[config.mk]
export PLATFORM = sky130hd
export DESIGN_NAME = bdq_match
export DESIGN_NICKNAME = d
export VERILOG_FILES = /design/src/rtl/bdq_pkg.sv /design/src/rtl/bdq_match.sv
export SDC_FILE = /design/constraint.sdc
export NUM_CORES = 1
export LEC_CHECK = 0
export BUFFER_PORTS_ARGS = -buffer_cell sky130_fd_sc_hd__clkbuf_2
export CAP_MARGIN = 15
export CORE_AREA = 2 2 39 41
export DETAILED_ROUTE_END_ITERATION = 6
export DIE_AREA = 0 0 41 43
export GPL_TIMING_DRIVEN = 0
export PLACE_DENSITY_LB_ADDON = 0.2
export SLEW_MARGIN = 0
export SYNTH_ARGS = -nofsm -noshare
export SYNTH_HDL_FRONTEND = slang
export SYNTH_SLANG_ARGS = --single-unit
[constraint.sdc]
create_clock -name vclk -period 3
set_clock_uncertainty 0.2 [all_clocks]
set_input_delay 0.6 -clock vclk [all_inputs]
set_output_delay 0.6 -clock vclk [all_outputs]
set_load 0.03 [all_outputs]
[src/rtl/bdq_pkg.sv]
package bdq_pkg;

    localparam int CAPACITY   = 256;
    localparam int COORD_BITS = 8;

    localparam int PTR_W  = (CAPACITY > 1) ? $clog2(CAPACITY) : 1;
    localparam int CNT_W  = $clog2(CAPACITY + 1);
    localparam int WIDE_W = (CNT_W > 9) ? CNT_W : 9;

    localparam logic [7:0] COORD_MASK =
        (COORD_BITS >= 8) ? 8'hFF : 8'((1 << COORD_BITS) - 1);

    localparam logic [2:0] OP_INS_HEAD = 3'd0;
    localparam logic [2:0] OP_INS_TAIL = 3'd1;
    localparam logic [2:0] OP_REM_HEAD = 3'd2;
    localparam logic [2:0] OP_REM_TAIL = 3'd3;
    localparam logic [2:0] OP_RD_HEAD  = 3'd4;
    localparam logic [2:0] OP_RD_TAIL  = 3'd5;
    localparam logic [2:0] OP_RD_IDX   = 3'd6;
    localparam logic [2:0] OP_FIND     = 3'd7;

    localparam logic [2:0] ST_OK        = 3'd0;
    localparam logic [2:0] ST_FULL      = 3'd1;
    localparam logic [2:0] ST_EMPTY     = 3'd2;
    localparam logic [2:0] ST_BAD_INDEX = 3'd3;
    localparam logic [2:0] ST_NOT_FOUND = 3'd4;

    typedef struct packed {
        logic [2:0] op;
        logic [7:0] x_coord;
        logic [7:0] y_coord;
        logic [7:0] glyph;
        logic [7:0] read_index;
        logic       strict_match;
    } bdq_req_t;

    typedef struct packed {
        logic [2:0] status;
        logic [7:0] out_x;
        logic [7:0] out_y;
        logic [7:0] out_glyph;
        logic [7:0] found_at;
        logic [8:0] entry_count;
    } bdq_rsp_t;

    typedef struct packed {
        logic [7:0] x;
        logic [7:0] y;
        logic [7:0] glyph;
    } bdq_entry_t;

    typedef enum logic [4:0] {
        S_IDLE  = 5'b00001,
        S_EXEC  = 5'b00010,
        S_RDATA = 5'b00100,
        S_SCAN  = 5'b01000,
        S_OUT   = 5'b10000
    } bdq_state_t;

    function automatic logic [PTR_W-1:0] slot_of(input logic [PTR_W-1:0] head,
                                                 input logic [CNT_W-1:0] pos);
        logic [CNT_W:0] s;
        s = (CNT_W + 1)'(head) + (CNT_W + 1)'(pos);
        if (s >= (CNT_W + 1)'(CAPACITY))
        begin
            s = s - (CNT_W + 1)'(CAPACITY);
        end
        return s[PTR_W-1:0];
    endfunction

endpackage

[src/rtl/bdq_match.sv]
module bdq_match (
    input  bdq_pkg::bdq_entry_t entry,
    input  bdq_pkg::bdq_req_t   req,
    output logic                hit
);
    import bdq_pkg::*;

    logic xy_eq;
    logic glyph_eq;

    assign xy_eq    = (entry.x == req.x_coord) && (entry.y == req.y_coord);
    assign glyph_eq = (entry.glyph == req.glyph);
    assign hit      = xy_eq && (!req.strict_match || glyph_eq);

endmodule

==> metrics.md <==
| Metric | Value |
|---|---|
| FP Rows | `14` |
| Vias in the first global route | `334` |
| WHS Path Cells | `3` |
| DRC violations left | `0` |
| Drt total wl | `744 um` |
| TritonRoute pass-1 iters | `1` |
| Ant diodes | `0` |
| Internal power of the cells | `37.2 uW` |
| Syn nets | `93` |
| Core Region | `1380 um^2` |
| Crit Path Category | `in2out` |
| Worst Setup SP | `req[27]` |
| DP Area | `533 um^2` |
| Initial antenna violation count | `0` |
| Gr ovfl total | `0` |
| DIE AREA | `1760 um^2` |
| Final setup fails | `0` |
| Register area | `0 um^2` |
| Seq pwr share | `0` |
| Rel. slew slack | `0.817` |
| Worst Tran Pin Value | `0.272 ns` |
| Max-cap violations | `0` |
| Starting Density | `0.190` |
| CP Capture Type | `output pin` |
| GPL Wtd Cong | `0.577` |
| Maximum vdd drop | `0.0365 mV` |
| Max Fclk | `0.408 GHz` |
| Seq_cells | `0` |
| Hold path endpoint | `hit` |
| Hold buffer count at CTS | `0` |
| Post-cts sizing count | `0` |
| Fin crit share | `0.817` |
| Via count | `402` |
| Final hold violation count | `0` |
| PwrDens | `112 nW/um^2` |
| Post-route design area | `533 um^2` |
| Multi-input gate area | `263 um^2` |
| Buffers added on ports | `50` |
| Fill count | `143` |
| Die width | `41 um` |
| Avg Cell Area, Syn | `7.96 um^2` |
| Largest net degree at the start of global routing | `2` |
| Outcome | `complete, no violations` |
| Post-Syn Instances | `33` |
| Global-route wire length before repair | `1040 um` |
| Area of the mapped netlist | `263 um^2` |
| IO Pins | `61` |
| Leak pwr | `0.316 nW` |
| Min Tclk post-route | `2.45 ns` |
| Net Sw Power | `22.7 uW` |
| CP Data Arrival Time | `1.65 ns` |
| Avg WL per Cell | `7.52 um` |
| Yosys warns | `0` |
| Setup TNS Final | `0 ns` |
| Layout cells sized above 1 | `0.602` |
| Data required, critical path | `2.20 ns` |
| CP startpoint kind | `input port` |
| Vias per cell | `4.06` |
| RSZ-0062 raised after global routing | `false` |
| Crit path max fanout | `1` |
| Worst min-delay path class | `in2out` |
| Worst hold margin | `1.30 ns` |
| Total design power | `59.9 uW` |
| Clock buffer count | `0` |
| Fin nets | `145` |
| Clock power frac | `0` |
| Postcts setup bufs | `0` |
| DR iter-0 viols | `0` |
| DPL Wire Length | `759 um` |
| Min-delay src | `req[0]` |
| Die Y | `43 um` |
| Total track usage | `0.0779` |
| Sequential cell area fraction in the yosys report | `0` |
| Combinational share of power | `1.000` |
| Synth-to-layout area growth | `103%` |
| Fin. max-slew vios | `0` |
| Netlist cell types | `5` |
| Switching part of the total power | `0.378` |
| Final ANT Viol Nets | `0` |
## cell usage in the layout (no fill, tap or decap)
| cell type | Yosys | layout |
|---|---|---|
| a21oi_1 | 1 | 1 |
| clkbuf_2 | 0 | 50 |
| nand2_1 | 1 | 1 |
| nand4_1 | 1 | 1 |
| nor4_1 | 6 | 6 |
| xor2_1 | 24 | 24 |
## metal layers
metal	part of all wire	wire length, um	track usage
met5	0	0	0
met4	0	0	0
met3	0.23	168	0.00524
met2	0.46	343	0.163
met1	0.31	232	0.0791
## area by class of cell
class	instances	share of cell area
multi-input combinational	33	0.493
timing repair buffer	50	0.469
tap	16	0.0376
## power groups by stage
stage | Sequential (mW) | Clock [mW] | Combinational [mW]
after floorplan | 0 | 0 | 0.0227
after global placement | 0 | 0 | 0.0603
after detailed placement | 0 | 0 | 0.0609
after CTS | 0 | 0 | 0.0612
after global routing | 0 | 0 | 0.0671
final | 0 | 0 | 0.0599
## cells in the mapped netlist, drive strengths merged
cell,count,area [um^2]
xor2,24,210
nor4,6,37.5
nand4,1,6.26
nand2,1,3.75
a21oi,1,5.00
## through the flow
step | cells | utilization | setup WS (ns)
floorplan | 33 | - | 0.598
global placement | 99 | 0.385 | 0.550
finish | 99 | 0.385 | 0.550
global route | 99 | 0.385 | 0.462
CTS | 99 | 0.385 | 0.517
detailed placement | 99 | 0.385 | 0.519
## worst max-delay path: stages
cell,delay [ns]
clkbuf_2,0.09
xor2_1,0.15
nor4_1,0.31
nand4_1,0.15
a21oi_1,0.14
clkbuf_2,0.22
## logic make-up after synthesis
logic type | synth area share
xor+xnor | 0.800
simple gates | 0.181
compound gates | 0.0190
## worst max-delay path by stage
stage | end | slack, ns | depth (start not counted)
final | hit | 0.55 | 6
after global placement | hit | 0.55 | 6
after detailed placement | hit | 0.52 | 6
after global routing | hit | 0.46 | 6
after CTS | hit | 0.52 | 6
after floorplan | hit | 0.60 | 4
No activity file was read; power rests on OpenSTA's default activity.
